File: src/rtl/bdcd_pkg.sv
`timescale 1ns / 1ps
// bdcd_pkg: shared types and constants of the button debounce and click detector
// no dependencies; used by the interfaces, the event core and the top level
package bdcd_pkg;

  // field widths of the poll and event transactions
  localparam int unsigned NOW_BITS  = 32;
  localparam int unsigned CODE_BITS = 3;
  localparam int unsigned MS_BITS   = 16;

  // configuration port
  localparam int unsigned CFG_IDX_BITS  = 3;
  localparam int unsigned CFG_DATA_BITS = 16;

  // register indexes of the configuration port
  typedef enum logic [CFG_IDX_BITS-1:0] {
    CFG_ACTIVE_LOW   = 3'd0,
    CFG_DEBOUNCE     = 3'd1,
    CFG_LONG_PRESS   = 3'd2,
    CFG_CLICK        = 3'd3,
    CFG_DOUBLE_CLICK = 3'd4,
    CFG_LONG_EN      = 3'd5,
    CFG_DOUBLE_EN    = 3'd6
  } cfg_idx_e;

  // event codes
  typedef enum logic [CODE_BITS-1:0] {
    EV_PRESSED  = 3'd0,
    EV_RELEASED = 3'd1,
    EV_CLICK    = 3'd2,
    EV_DOUBLE   = 3'd3,
    EV_LONG     = 3'd4
  } event_e;

  // configuration register set
  typedef struct packed {
    logic               active_low;
    logic [MS_BITS-1:0] debounce_ms;
    logic [MS_BITS-1:0] long_press_ms;
    logic [MS_BITS-1:0] click_ms;
    logic [MS_BITS-1:0] double_click_ms;
    logic               long_press_enable;
    logic               double_click_enable;
  } cfg_t;

  // one poll of the pin
  typedef struct packed {
    logic                pin_level;
    logic [NOW_BITS-1:0] now_ms;
  } poll_t;

  // events produced by one poll, first in code0
  typedef struct packed {
    logic [1:0] count;
    event_e     code0;
    event_e     code1;
    logic       held;
  } res_t;

endpackage

File: src/rtl/bdcd_if.sv
`timescale 1ns / 1ps
// bdcd_poll_if and bdcd_event_if: valid/ready channels of the detector
// depends on bdcd_pkg for field widths

interface bdcd_poll_if;
  logic                          valid;
  logic                          ready;
  logic                          pin_level;
  logic [bdcd_pkg::NOW_BITS-1:0] now_ms;

  modport source (output valid, output pin_level, output now_ms, input ready);
  modport sink   (input valid, input pin_level, input now_ms, output ready);
endinterface

interface bdcd_event_if;
  logic                           valid;
  logic                           ready;
  logic [bdcd_pkg::CODE_BITS-1:0] event_code;
  logic                           held_now;
  logic                           last_of_run;

  modport source (output valid, output event_code, output held_now, output last_of_run,
                  input ready);
  modport sink   (input valid, input event_code, input held_now, input last_of_run,
                  output ready);
endinterface

File: src/rtl/button_debounce_click_detector.sv
`timescale 1ns / 1ps
// button_debounce_click_detector: top level with config registers, poll register,
// event core and event queue; depends on bdcd_pkg, bdcd_if.sv and bdcd_core
//
//   channel   dir  handshake      payload
//   poll_i    in   valid/ready    pin_level, now_ms
//   event_o   out  valid/ready    event_code, held_now, last_of_run
//   cfg       in   cfg_we_i       cfg_idx_i, cfg_data_i
//
// a poll is registered, decided once two queue entries are free, and its zero to
// two events go to a four-entry queue, drained one event per cycle while ready
// a poll can be taken every cycle while the queue has two free entries, so a poll
// that gives two events takes two event slots of output bandwidth
// reset (async, active low) sets register defaults, clears all but queue/poll data
// a stalled event output blocks new polls once fewer than two queue entries are free
module button_debounce_click_detector #(
  parameter int unsigned TIME_BITS = 32
) (
  input  logic                                clk_i,
  input  logic                                rst_ni,
  input  logic                                cfg_we_i,
  input  logic [bdcd_pkg::CFG_IDX_BITS-1:0]   cfg_idx_i,
  input  logic [bdcd_pkg::CFG_DATA_BITS-1:0]  cfg_data_i,
  bdcd_poll_if.sink                           poll_i,
  bdcd_event_if.source                        event_o
);
  import bdcd_pkg::*;

  localparam int unsigned QDEPTH = 4;
  localparam int unsigned QPTR   = $clog2(QDEPTH);
  localparam int unsigned QCNT   = $clog2(QDEPTH + 1);

  typedef struct packed {
    event_e code;
    logic   held;
    logic   last;
  } qent_t;

  cfg_t             cfg_q;
  logic             in_valid_q;
  poll_t            in_item_q;
  poll_t            poll_item;
  logic             fire;
  res_t             res;
  qent_t            queue_q [QDEPTH];
  logic [QPTR-1:0]  wr_ptr_q, rd_ptr_q;
  logic [QPTR-1:0]  wr_ptr_nx;
  logic [QCNT-1:0]  count_q;
  logic             pop;

  // configuration writes
  always_ff @(posedge clk_i or negedge rst_ni) begin
    if (!rst_ni) begin
      cfg_q.active_low          <= 1'b1;
      cfg_q.debounce_ms         <= MS_BITS'(50);
      cfg_q.long_press_ms       <= MS_BITS'(1000);
      cfg_q.click_ms            <= MS_BITS'(500);
      cfg_q.double_click_ms     <= MS_BITS'(300);
      cfg_q.long_press_enable   <= 1'b1;
      cfg_q.double_click_enable <= 1'b1;
    end else if (cfg_we_i) begin
      unique case (cfg_idx_i)
        CFG_ACTIVE_LOW:   cfg_q.active_low          <= cfg_data_i[0];
        CFG_DEBOUNCE:     cfg_q.debounce_ms         <= cfg_data_i[MS_BITS-1:0];
        CFG_LONG_PRESS:   cfg_q.long_press_ms       <= cfg_data_i[MS_BITS-1:0];
        CFG_CLICK:        cfg_q.click_ms            <= cfg_data_i[MS_BITS-1:0];
        CFG_DOUBLE_CLICK: cfg_q.double_click_ms     <= cfg_data_i[MS_BITS-1:0];
        CFG_LONG_EN:      cfg_q.long_press_enable   <= cfg_data_i[0];
        CFG_DOUBLE_EN:    cfg_q.double_click_enable <= cfg_data_i[0];
        default: ;
      endcase
    end
  end

  // poll register, emptied when the queue has room for two events
  assign fire         = in_valid_q && (count_q <= QCNT'(QDEPTH - 2));
  assign poll_i.ready = !in_valid_q || fire;
  assign poll_item.pin_level = poll_i.pin_level;
  assign poll_item.now_ms    = poll_i.now_ms;

  always_ff @(posedge clk_i or negedge rst_ni) begin
    if (!rst_ni) begin
      in_valid_q <= 1'b0;
    end else if (poll_i.ready) begin
      in_valid_q <= poll_i.valid;
    end
  end

  always_ff @(posedge clk_i) begin
    if (poll_i.valid && poll_i.ready) begin
      in_item_q <= poll_item;
    end
  end

  // event decision
  bdcd_core #(
    .TIME_BITS (TIME_BITS)
  ) u_core (
    .clk_i  (clk_i),
    .rst_ni (rst_ni),
    .cfg_i  (cfg_q),
    .fire_i (fire),
    .poll_i (in_item_q),
    .res_o  (res)
  );

  // event queue
  assign pop       = event_o.valid && event_o.ready;
  assign wr_ptr_nx = wr_ptr_q + QPTR'(1);

  always_ff @(posedge clk_i) begin
    if (fire && res.count != 2'd0) begin
      queue_q[wr_ptr_q] <= '{code: res.code0, held: res.held, last: res.count == 2'd1};
    end
    if (fire && res.count == 2'd2) begin
      queue_q[wr_ptr_nx] <= '{code: res.code1, held: res.held, last: 1'b1};
    end
  end

  always_ff @(posedge clk_i or negedge rst_ni) begin
    if (!rst_ni) begin
      wr_ptr_q <= '0;
      rd_ptr_q <= '0;
      count_q  <= '0;
    end else begin
      if (fire) begin
        wr_ptr_q <= wr_ptr_q + QPTR'(res.count);
      end
      if (pop) begin
        rd_ptr_q <= rd_ptr_q + QPTR'(1);
      end
      count_q <= count_q + (fire ? QCNT'(res.count) : QCNT'(0)) - QCNT'(pop);
    end
  end

  assign event_o.valid       = count_q != '0;
  assign event_o.event_code  = queue_q[rd_ptr_q].code;
  assign event_o.held_now    = queue_q[rd_ptr_q].held;
  assign event_o.last_of_run = queue_q[rd_ptr_q].last;

  // checks
  a_queue_bound: assert property (@(posedge clk_i) disable iff (!rst_ni)
    count_q <= QCNT'(QDEPTH))
    else $error("event queue count above depth");

  a_result_count: assert property (@(posedge clk_i) disable iff (!rst_ni)
    fire |-> res.count != 2'd3)
    else $error("more than two events from one poll");

  a_run_partner: assert property (@(posedge clk_i) disable iff (!rst_ni)
    (event_o.valid && !event_o.last_of_run) |-> count_q >= QCNT'(2))
    else $error("first event of a pair without its partner queued");

  a_no_fire_idle: assert property (@(posedge clk_i) disable iff (!rst_ni)
    fire |-> in_valid_q)
    else $error("poll decided without a registered transaction");

endmodule

File: src/rtl/bdcd_core.sv
`timescale 1ns / 1ps
// bdcd_core: debounce state and event decision, one poll per cycle while fire_i
// depends on bdcd_pkg (cfg_t, poll_t, res_t, event_e)
module bdcd_core #(
  parameter int unsigned TIME_BITS = 32
) (
  input  logic            clk_i,
  input  logic            rst_ni,
  input  bdcd_pkg::cfg_t  cfg_i,
  input  logic            fire_i,
  input  bdcd_pkg::poll_t poll_i,
  output bdcd_pkg::res_t  res_o
);
  import bdcd_pkg::*;

  // state
  logic                 started_q, started_d;
  logic                 raw_prev_q, raw_prev_d;
  logic                 held_q, held_d;
  logic                 long_rep_q, long_rep_d;
  logic [TIME_BITS-1:0] change_q, change_d;
  logic [TIME_BITS-1:0] press_q, press_d;
  logic [TIME_BITS-1:0] release_q, release_d;

  // datapath
  logic                 level;
  logic                 changed;
  logic [TIME_BITS-1:0] now_t;
  logic [TIME_BITS-1:0] since_change;
  logic [TIME_BITS-1:0] since_press;
  logic [TIME_BITS-1:0] since_release;
  logic                 accept_edge;
  logic                 press_ev;
  logic                 release_ev;
  logic                 click_ev;
  logic                 long_ev;
  logic                 long_rep_eff;
  logic                 long_due;

  assign now_t = TIME_BITS'(poll_i.now_ms);
  assign level = poll_i.pin_level ^ cfg_i.active_low;

  // wrapped time differences against the stored stamps
  assign since_change  = now_t - change_q;
  assign since_press   = now_t - press_q;
  assign since_release = now_t - release_q;

  // a level change restarts the timer, so only an unchanged level can be accepted
  assign changed     = level != raw_prev_q;
  assign accept_edge = started_q && !changed && (level != held_q) &&
                       (since_change > TIME_BITS'(cfg_i.debounce_ms));
  assign press_ev    = accept_edge && level;
  assign release_ev  = accept_edge && !level;

  // release after a short press gives a click; a long hold gives nothing extra
  assign click_ev = release_ev &&
                    !(cfg_i.long_press_enable &&
                      since_press >= TIME_BITS'(cfg_i.long_press_ms)) &&
                    (since_press < TIME_BITS'(cfg_i.click_ms));

  // long press timed from the new press when it happens in this poll
  assign long_rep_eff = press_ev ? 1'b0 : long_rep_q;
  assign long_due     = press_ev ? (cfg_i.long_press_ms == '0)
                                 : (since_press >= TIME_BITS'(cfg_i.long_press_ms));
  assign long_ev      = started_q && cfg_i.long_press_enable &&
                        (press_ev || (held_q && !release_ev)) &&
                        !long_rep_eff && long_due;

  // next state
  always_comb begin
    started_d  = started_q;
    raw_prev_d = raw_prev_q;
    held_d     = held_q;
    long_rep_d = long_rep_q;
    change_d   = change_q;
    press_d    = press_q;
    release_d  = release_q;
    if (!started_q) begin
      started_d  = 1'b1;
      raw_prev_d = level;
      held_d     = level;
    end else begin
      raw_prev_d = level;
      if (changed) begin
        change_d = now_t;
      end
      if (accept_edge) begin
        held_d = level;
      end
      if (press_ev) begin
        press_d = now_t;
      end
      if (release_ev) begin
        release_d = now_t;
      end
      if (long_ev) begin
        long_rep_d = 1'b1;
      end else if (press_ev) begin
        long_rep_d = 1'b0;
      end
    end
  end

  // result list for this poll
  always_comb begin
    res_o.held  = held_d;
    res_o.count = 2'd0;
    res_o.code0 = EV_PRESSED;
    res_o.code1 = EV_LONG;
    if (press_ev) begin
      res_o.code0 = EV_PRESSED;
      res_o.code1 = EV_LONG;
      res_o.count = long_ev ? 2'd2 : 2'd1;
    end else if (release_ev) begin
      res_o.code0 = EV_RELEASED;
      res_o.code1 = (cfg_i.double_click_enable &&
                     since_release < TIME_BITS'(cfg_i.double_click_ms)) ? EV_DOUBLE
                                                                        : EV_CLICK;
      res_o.count = click_ev ? 2'd2 : 2'd1;
    end else if (long_ev) begin
      res_o.code0 = EV_LONG;
      res_o.count = 2'd1;
    end
  end

  // state registers
  always_ff @(posedge clk_i or negedge rst_ni) begin
    if (!rst_ni) begin
      started_q  <= 1'b0;
      raw_prev_q <= 1'b0;
      held_q     <= 1'b0;
      long_rep_q <= 1'b0;
      change_q   <= '0;
      press_q    <= '0;
      release_q  <= '0;
    end else if (fire_i) begin
      started_q  <= started_d;
      raw_prev_q <= raw_prev_d;
      held_q     <= held_d;
      long_rep_q <= long_rep_d;
      change_q   <= change_d;
      press_q    <= press_d;
      release_q  <= release_d;
    end
  end

endmodule

File: src/flat_wrapper.sv
// flat-port wrapper written by rule: the top's interface ports become plain ports
module button_debounce_click_detector_flat import bdcd_pkg::*;
#(
  parameter int unsigned TIME_BITS = 32
)
  (clk_i, rst_ni, cfg_we_i, cfg_idx_i, cfg_data_i, poll_i_valid, poll_i_pin_level, poll_i_now_ms, poll_i_ready, event_o_valid, event_o_event_code, event_o_held_now, event_o_last_of_run, event_o_ready);
  bdcd_poll_if poll_i_i ();
  bdcd_event_if event_o_i ();
  input  logic clk_i;
  input  logic rst_ni;
  input  logic cfg_we_i;
  input  logic [bdcd_pkg::CFG_IDX_BITS-1:0] cfg_idx_i;
  input  logic [bdcd_pkg::CFG_DATA_BITS-1:0] cfg_data_i;
  input wire logic [$bits(poll_i_i.valid)-1:0] poll_i_valid;
  input wire logic [$bits(poll_i_i.pin_level)-1:0] poll_i_pin_level;
  input wire logic [$bits(poll_i_i.now_ms)-1:0] poll_i_now_ms;
  output wire logic [$bits(poll_i_i.ready)-1:0] poll_i_ready;
  output wire logic [$bits(event_o_i.valid)-1:0] event_o_valid;
  output wire logic [$bits(event_o_i.event_code)-1:0] event_o_event_code;
  output wire logic [$bits(event_o_i.held_now)-1:0] event_o_held_now;
  output wire logic [$bits(event_o_i.last_of_run)-1:0] event_o_last_of_run;
  input wire logic [$bits(event_o_i.ready)-1:0] event_o_ready;
  assign poll_i_i.valid = poll_i_valid;
  assign poll_i_i.pin_level = poll_i_pin_level;
  assign poll_i_i.now_ms = poll_i_now_ms;
  assign poll_i_ready = poll_i_i.ready;
  assign event_o_valid = event_o_i.valid;
  assign event_o_event_code = event_o_i.event_code;
  assign event_o_held_now = event_o_i.held_now;
  assign event_o_last_of_run = event_o_i.last_of_run;
  assign event_o_i.ready = event_o_ready;
  button_debounce_click_detector #(.TIME_BITS(TIME_BITS)) u_core (.clk_i(clk_i), .rst_ni(rst_ni), .cfg_we_i(cfg_we_i), .cfg_idx_i(cfg_idx_i), .cfg_data_i(cfg_data_i), .poll_i(poll_i_i), .event_o(event_o_i));
endmodule
File: config.mk
export PLATFORM = sky130hd
export DESIGN_NAME = button_debounce_click_detector_flat
export DESIGN_NICKNAME = d
export VERILOG_FILES = /design/src/rtl/bdcd_pkg.sv /design/src/rtl/bdcd_if.sv /design/src/rtl/button_debounce_click_detector.sv /design/src/rtl/bdcd_core.sv /design/src/flat_wrapper.sv
export SDC_FILE = /design/constraint.sdc
export NUM_CORES = 1
export LEC_CHECK = 0
export BUFFER_PORTS_ARGS = -buffer_cell sky130_fd_sc_hd__buf_2
export CAP_MARGIN = 30
export CORE_UTILIZATION = 34
export CTS_CLUSTER_SIZE = 10
export DETAILED_ROUTE_END_ITERATION = 8
export GPL_ROUTABILITY_DRIVEN = 0
export RECOVER_POWER = 50
export SYNTH_ARGS = -nofsm -noshare
export SYNTH_HDL_FRONTEND = slang
export SYNTH_SLANG_ARGS = --single-unit
File: constraint.sdc
create_clock -name clk_i -period 6.92 [get_ports clk_i]
set_clock_uncertainty 0.15 [all_clocks]
set_input_delay 0.692 -clock clk_i [delete_from_list [all_inputs] [get_ports clk_i]]
set_output_delay 0.692 -clock clk_i [all_outputs]
set_load 0.02 [all_outputs]
==> results of run 1 <==
[placed cells by master, fill, tap and decap left out, drive strengths merged, types with 9 or more instances in the layout]
master and n:
and3 10, nand2b 22, o21bai 11, a21o 30
edfxtp 49, a21oi 121, buf 66, clkbuf 63
nor2 97, mux2 83, nor4 16, and2 20
o211ai 15, o31ai 9, nor2b 16, xor2 20
o21a 26, dfrtp 153, nand3 34, inv 189
nor3 36, a221oi 9, a2111oi 9, xnor2 36
nand2 190, nand4 31, o21ai 166, a211oi 21
ha 159, mux2i 9, dfstp 22, or3 10
[worst max-delay path: cells and delay by family, from the launching register on]
family,cells,cell delay (ps)
AO/OA/AOI/OAI,12,2620
XOR/XNOR,3,440
adder cells (fa/ha/maj),4,1280
buffers and inverters,1,70
flip-flops,1,400
AND/OR/NAND/NOR,6,1410
[worst min-delay path by stage]
stage / to / from / depth (start not counted) / slack [ps]
finish: u_core.in_item_q[23] / poll_i_now_ms[23] / 1 / 160
global route: u_core.in_item_q[22] / poll_i_now_ms[22] / 1 / 130
CTS: u_core.in_item_q[22] / poll_i_now_ms[22] / 1 / 120
floorplan: u_core.cfg_q[11] / rst_ni / 0 / 250
detailed placement: u_core.u_core.press_q[1] / u_core.u_core.press_q[1] / 2 / 320
global placement: u_core.u_core.long_rep_q / u_core.u_core.long_rep_q / 1 / 320
[sequential cells by signal, summed over array words and instances (netlist names)]
name                      flops
u_core.u_core.release_q      32
u_core.in_valid_q             1
u_core.u_core.press_q        32
u_core.u_core.started_q       1
u_core.u_core.change_q       32
u_core.count_q                3
u_core.u_core.held_q          1
u_core.u_core.long_rep_q      1
u_core.queue_q               20
u_core.cfg_q                 67
u_core.wr_ptr_q               2
u_core.rd_ptr_q               2
u_core.u_core.raw_prev_q      1
u_core.in_item_q             33
[synthesized netlist by cell type (all sizes together) (34+ instances only)]
master / n
a21oi: 121
clkbuf: 46
dfrtp: 153
edfxtp: 49
ha: 159
inv: 189
mux2: 83
nand2: 190
nand3: 34
nor2: 97
nor3: 36
o21ai: 166
xnor2: 36
[per-stage QoR]
stage	cells	instance area (sq um)	setup slack, ps	hold slack (ps)	power, mW
final	2486	18100	431.6	163.8	9.528
after global routing	2486	18100	0.7909	132.9	10.43
after CTS	2484	18130	179.8	124.1	9.504
after detailed placement	2430	17240	167.7	318.9	8.014
after global placement	2428	17200	448.0	319.9	7.886
after floorplan	1800	16250	1165	246.4	6.568
[area by class of cell]
type / count / area share [%]
clock buffers: 47 / 4.603
clock inverters: 6 / 0.2972
inverters: 189 / 3.919
multi-input cells: 1326 / 51.62
flip-flops and latches: 228 / 32.91
well taps: 607 / 4.195
repair buffers: 83 / 2.454
[power by group]
group / total (mW) / switching (mW) / leakage [nW] / internal (mW)
registers: 2.16 / 0.294 / 2.60 / 1.86
clock network: 1.42 / 0.570 / 0.434 / 0.850
logic: 5.95 / 3.51 / 4.76 / 2.45
total: 9.53 / 4.37 / 7.79 / 5.16
[cell families (layout without fill, tap and decap cells)]
logic type | count (synthesis) | after routing | share of synthesized area (%)
AOI/OAI and AO/OA | 496 | 496 | 19.18
xor gates and xnor gates | 56 | 56 | 3.018
adders and majority gates | 163 | 163 | 12.73
buffers and inverters | 246 | 325 | 6.051
DFF | 228 | 228 | 36.66
muxes | 97 | 97 | 6.998
and+or+nand+nor | 514 | 514 | 15.36
[metal layers]
layer	wire, um	share of wire [%]
met2	19260	44
met3	2404	5.5
met1	20620	48
met5	17	0.039
met4	1066	2.5
[repair_timing]
action | CTS | global route
hold buffers | 1 | 0
endpoints found under the setup margin | 0 | 3
endpoints found under the hold margin | 32 | 0
resized for setup | 0 | 3
==> flow_metrics.tcl, run 1 <==
set metrics [dict create \
    synth_top_area_share_pct 23.56 \
    use_met2_pct 28.70 \
    crit_end "u_core.count_q[2]" \
    ys_warn_count 0 \
    ir_worst_vdd_mv 0.1952 \
    drv_slew 147 \
    drtPass1Iterations 8 \
    clockBufferDepth 3 \
    violations "design-rule violations, max-capacitance violations, max-slew violations" \
    synth-edff-count 49 \
    reg2reg_depth 26 \
    maxCapViolCount 3 \
    syn_nets 2020 \
    nNetsFinal 2077 \
    crit_path_max_fanout 11 \
    totalWireLength_um 43370 \
    drive_gt1_share_pct 12.72 \
    worstMarginPinSlew_ps 2525 \
    hold_viol_final 0 \
    die-area_sq_mm 0.04868 \
    cellPowerDensity_mw_per_mm2 526.3 \
    path_class "reg -> reg" \
    dp_hpwl_um 33680 \
    setup_tns_ps 0 \
    cts_tree "yes" \
    n_antenna_cell 0 \
    viasPerCell 5.447 \
    synth_cells 1800 \
    clk_pin_slew_ps 50 \
    max_freq_mhz 154.1 \
    cts_max_level 1 \
    min_path_type "in -> reg" \
    yosysSeqAreaShare_pct 36.66 \
    grt_busiest_layer "met2" \
    boundaryPins 64 \
    row_count 79 \
    ff_latch_area_sq_mm 0.005958 \
    nFillCells 4699 \
    end_kind "register" \
    grt_pass1_vias 13211 \
    ys_ff_latch 228 \
    start_util_pct 34.69 \
    wl_per_cell_um 17.44 \
    core_area_sq_mm 0.04685 \
    grtUsageMet1_pct 25.45 \
    r2r-end "u_core.count_q[2]" \
    grt_remaining_overflow 0 \
    vias 13540 \
    period_share_pct 93.76 \
    multi_input_area_sq_mm 0.009344 \
    post-cts-setup-buffers 0 \
    max_stage_delay_ps 500 \
    worstPathRequired_ps 7210 \
    layout_min_cycle_time_ps 6488 \
    area_delta_synth_final_pct 11.39 \
    setup_viol 0 \
    ys.flop_type "dfrtp_1" \
    drc_errors 4 \
    slew_headroom_pct -68.33 \
    final_core_util_pct 38.64 \
    drt-initial-drc-count 1380 \
    post_synth_instance_area_sq_mm 0.01625 \
    die_h_um 220.6 \
    clock-sinks 228 \
    die_w_um 220.6 \
    cpMaxStageDelayCell "or4_1" \
    cts-buffers-inserted 29 \
    portBuffers 63 \
    antenna_found_initial 1 \
    leakagePower_nw 7.789 \
    yosys.area.top_type "dfrtp_1" \
    postSynthAreaPerCell_sq_um 9.029 \
    crit_arrival_ps 6780 \
    timing.critical_path.mode_cell "ha_1" \
    worstSetupStartpoint "u_core.u_core.change_q[1]" \
    grt_usage_pct 18.04 \
    start_kind "register" \
    r2r-start "u_core.u_core.change_q[1]" \
    clock_latency_ps 550 \
    grt_util_met3_pct 2.364 \
    r2r_slack_ps 430 \
    outcome "finished, violations left" \
    ys_types 91 \
    synth.area.top_cells "dfrtp_1 24%, ha_1 12%, edfxtp_1 9.1%, mux2_2 5.8%, o21ai_0 5.1%" \
    root_buffer "clkbuf_16" \
    rsz0062_at_grt "false" \
    grt_pass1_wl_um 69940 \
    antenna_left 0 \
    grt_max_degree 71 \
    ys_async_sr_fraction_pct 76.75 \
]
Note: power is estimated with default switching activity, not from simulation.
==> run 2, diff against run 1 <==
--- a/config.mk
+++ b/config.mk
@@ -5,6 +5,7 @@
 export SDC_FILE = /design/constraint.sdc
 export NUM_CORES = 1
 export LEC_CHECK = 0
+export ABC_CLOCK_PERIOD_IN_PS = 8370
 export BUFFER_PORTS_ARGS = -buffer_cell sky130_fd_sc_hd__buf_2
 export CAP_MARGIN = 30
 export CORE_UTILIZATION = 34
==> constraint.sdc (replaced) <==
create_clock -name clk_i -period 8.37 [get_ports clk_i]
set_clock_uncertainty 0.15 [all_clocks]
set_input_delay 0.837 -clock clk_i [delete_from_list [all_inputs] [get_ports clk_i]]
set_output_delay 0.837 -clock clk_i [all_outputs]
set_load 0.02 [all_outputs]
==> flow_metrics.tcl, run 2 (synthesis results as in run 1) <==
set metrics [dict create \
    crit_path_max_fanout 10 \
    top_layer "met4" \
    largest_register_ffs 67 \
    drive_gt1_share_pct 12.41 \
    cellPowerDensity_mw_per_mm2 437.5 \
    start_kind "register" \
    ir_worst_vdd_mv 0.1421 \
    setup_viol 0 \
    crit_arrival_ps 7050 \
    grt_usage_pct 18.30 \
    die_h_um 220.6 \
    cts-buffers-inserted 29 \
    dp_hpwl_um 33990 \
    layout_min_cycle_time_ps 6741 \
    clock_latency_ps 590 \
    drc_errors 4 \
    clockBufferDepth 3 \
    clk_pin_slew_ps 60 \
    cts-resized-gates 0 \
    grt_max_degree 66 \
    drt-initial-drc-count 1269 \
    die-area_sq_mm 0.04868 \
    leakagePower_nw 7.744 \
    slew_headroom_pct -120.3 \
    root_buffer "clkbuf_16" \
    final_cell_mix "190 x nand2_1, 189 x inv_1, 166 x o21ai_0" \
    boundaryPins 64 \
    totalWireLength_um 43620 \
    place_inst 2422 \
    outcome "finished, violations left" \
    hold_viol_final 0 \
    row_count 79 \
    cts_tree "yes" \
    core_area_sq_mm 0.04685 \
    instances_no_fill 2477 \
    maxCapViolCount 3 \
    grt_pass1_wl_um 70680 \
    drtPass1Iterations 8 \
    r2r_slack_ps 1630 \
    violations "design-rule violations, max-capacitance violations, max-slew violations" \
    worstPathRequired_ps 8680 \
    nFillCells 4752 \
    worstMarginPinSlew_ps 3305 \
    antenna_found_initial 0 \
    reg.largest.list "u_core.cfg_q (67), u_core.in_item_q (33)" \
    period_share_pct 80.54 \
    start_util_pct 34.69 \
    antenna_left 0 \
    regMostFlops "u_core.cfg_q" \
    cts_max_level 1 \
    grt_remaining_overflow 0 \
    layout_commonest_cell "nand2_1" \
    setup_tns_ps 0 \
    wl_met3_um 2409 \
    drv_slew 180 \
    path_class "reg -> reg" \
    viasPerCell 5.459 \
    min_path_type "in -> reg" \
    wl_met1_um 20810 \
    cts_hold_buf 0 \
    nNetsFinal 2067 \
    rsz0062_at_grt "false" \
    wl_met2_um 18920 \
    wl_per_cell_um 17.61 \
    area_delta_synth_final_pct 10.90 \
    vias 13521 \
    max_freq_mhz 148.4 \
    grt_pass1_vias 13217 \
    die_w_um 220.6 \
    n_antenna_cell 0 \
    end_kind "register" \
    portBuffers 63 \
    clock-sinks 228 \
    post-cts-setup-buffers 0 \
    final_core_util_pct 38.47 \
]
## run 2: cell count changes in the layout (fill, tap and decap cells not counted), moves of 2 or more
cell,delta
o41ai_1,+2
buf_4,-9
dfstp_1,-2
o41ai_2,-2
dfstp_2,+2
clkbuf_8,+2
## run 2: worst max-delay path: stages (launching register included)
cell and delay [ps]:
edfxtp_1 540, ha_1 330, nor2b_1 140, o31a_1 310, o21a_1 220, o21ai_0 180
a21oi_1 120, o21a_1 180, nor2_1 120, xnor2_1 160, ha_1 280, nand4_1 130
nor3_1 80, a21boi_0 130, o41ai_1 510, o2111a_1 260, o211ai_1 100, nor3_1 190
nand4_1 390, and2_0 310, nor3_1 610, nor2_1 190, nor2_1 130, ha_1 160
inv_1 50, fa_1 370, xor2_1 160, xnor2_1 130
## run 2: per-stage QoR
stage | setup slack (ps) | power, mW | instance area, sq um | hold WS [ps]
after CTS | 1637 | 7.887 | 18070 | 112.4
final | 1629 | 7.886 | 18020 | 281.4
after detailed placement | 1641 | 6.645 | 17180 | 316.5
after global placement | 1801 | 6.535 | 17140 | 318.7
after global routing | 1060 | 8.617 | 18020 | 254.5
after floorplan | 2615 | 5.430 | 16250 | 287.1
## run 2: final cells by class
cell class / count / area [sq um] / area share (%)
Clock buffer: 49 / 860.8 / 4.776
Sequential cell: 228 / 5958 / 33.06
Timing Repair Buffer: 73 / 382.9 / 2.124
Tap cell: 607 / 759.5 / 4.214
Inverter: 189 / 709.4 / 3.936
Multi-Input combinational cell: 1326 / 9323 / 51.73
Clock inverter: 5 / 30.03 / 0.1666
## run 2: worst paths after layout
path	from	to	cells after the start
setup reg to reg	u_core.in_item_q[1]	u_core.count_q[2]	27
min in group asynchronous	rst_ni	u_core.cfg_q[9]	1
setup / recovery	u_core.in_item_q[1]	u_core.count_q[2]	27
max in group asynchronous	rst_ni	u_core.u_core.release_q[12]	2
hold reg to reg	u_core.u_core.press_q[1]	u_core.u_core.press_q[1]	2
hold / removal	poll_i_now_ms[16]	u_core.in_item_q[16]	1
## run 2: per-layer routing
| metal | global-route usage [%] | vias up |
|---|---|---|
| li1 | - | 6596 |
| met1 | 25.74 | 6400 |
| met2 | 28.67 | 423 |
| met3 | 2.502 | 102 |
| met4 | 6.370 | 0 |
| met5 | 0 | - |
## run 2: where the power goes
group / switching (mW) / internal (mW) / total, mW / leakage, nW
Sequential: 0.252 / 1.54 / 1.79 / 2.60
Combinational: 2.91 / 2.01 / 4.92 / 4.71
Clock: 0.484 / 0.693 / 1.18 / 0.438
Total: 3.65 / 4.24 / 7.89 / 7.74
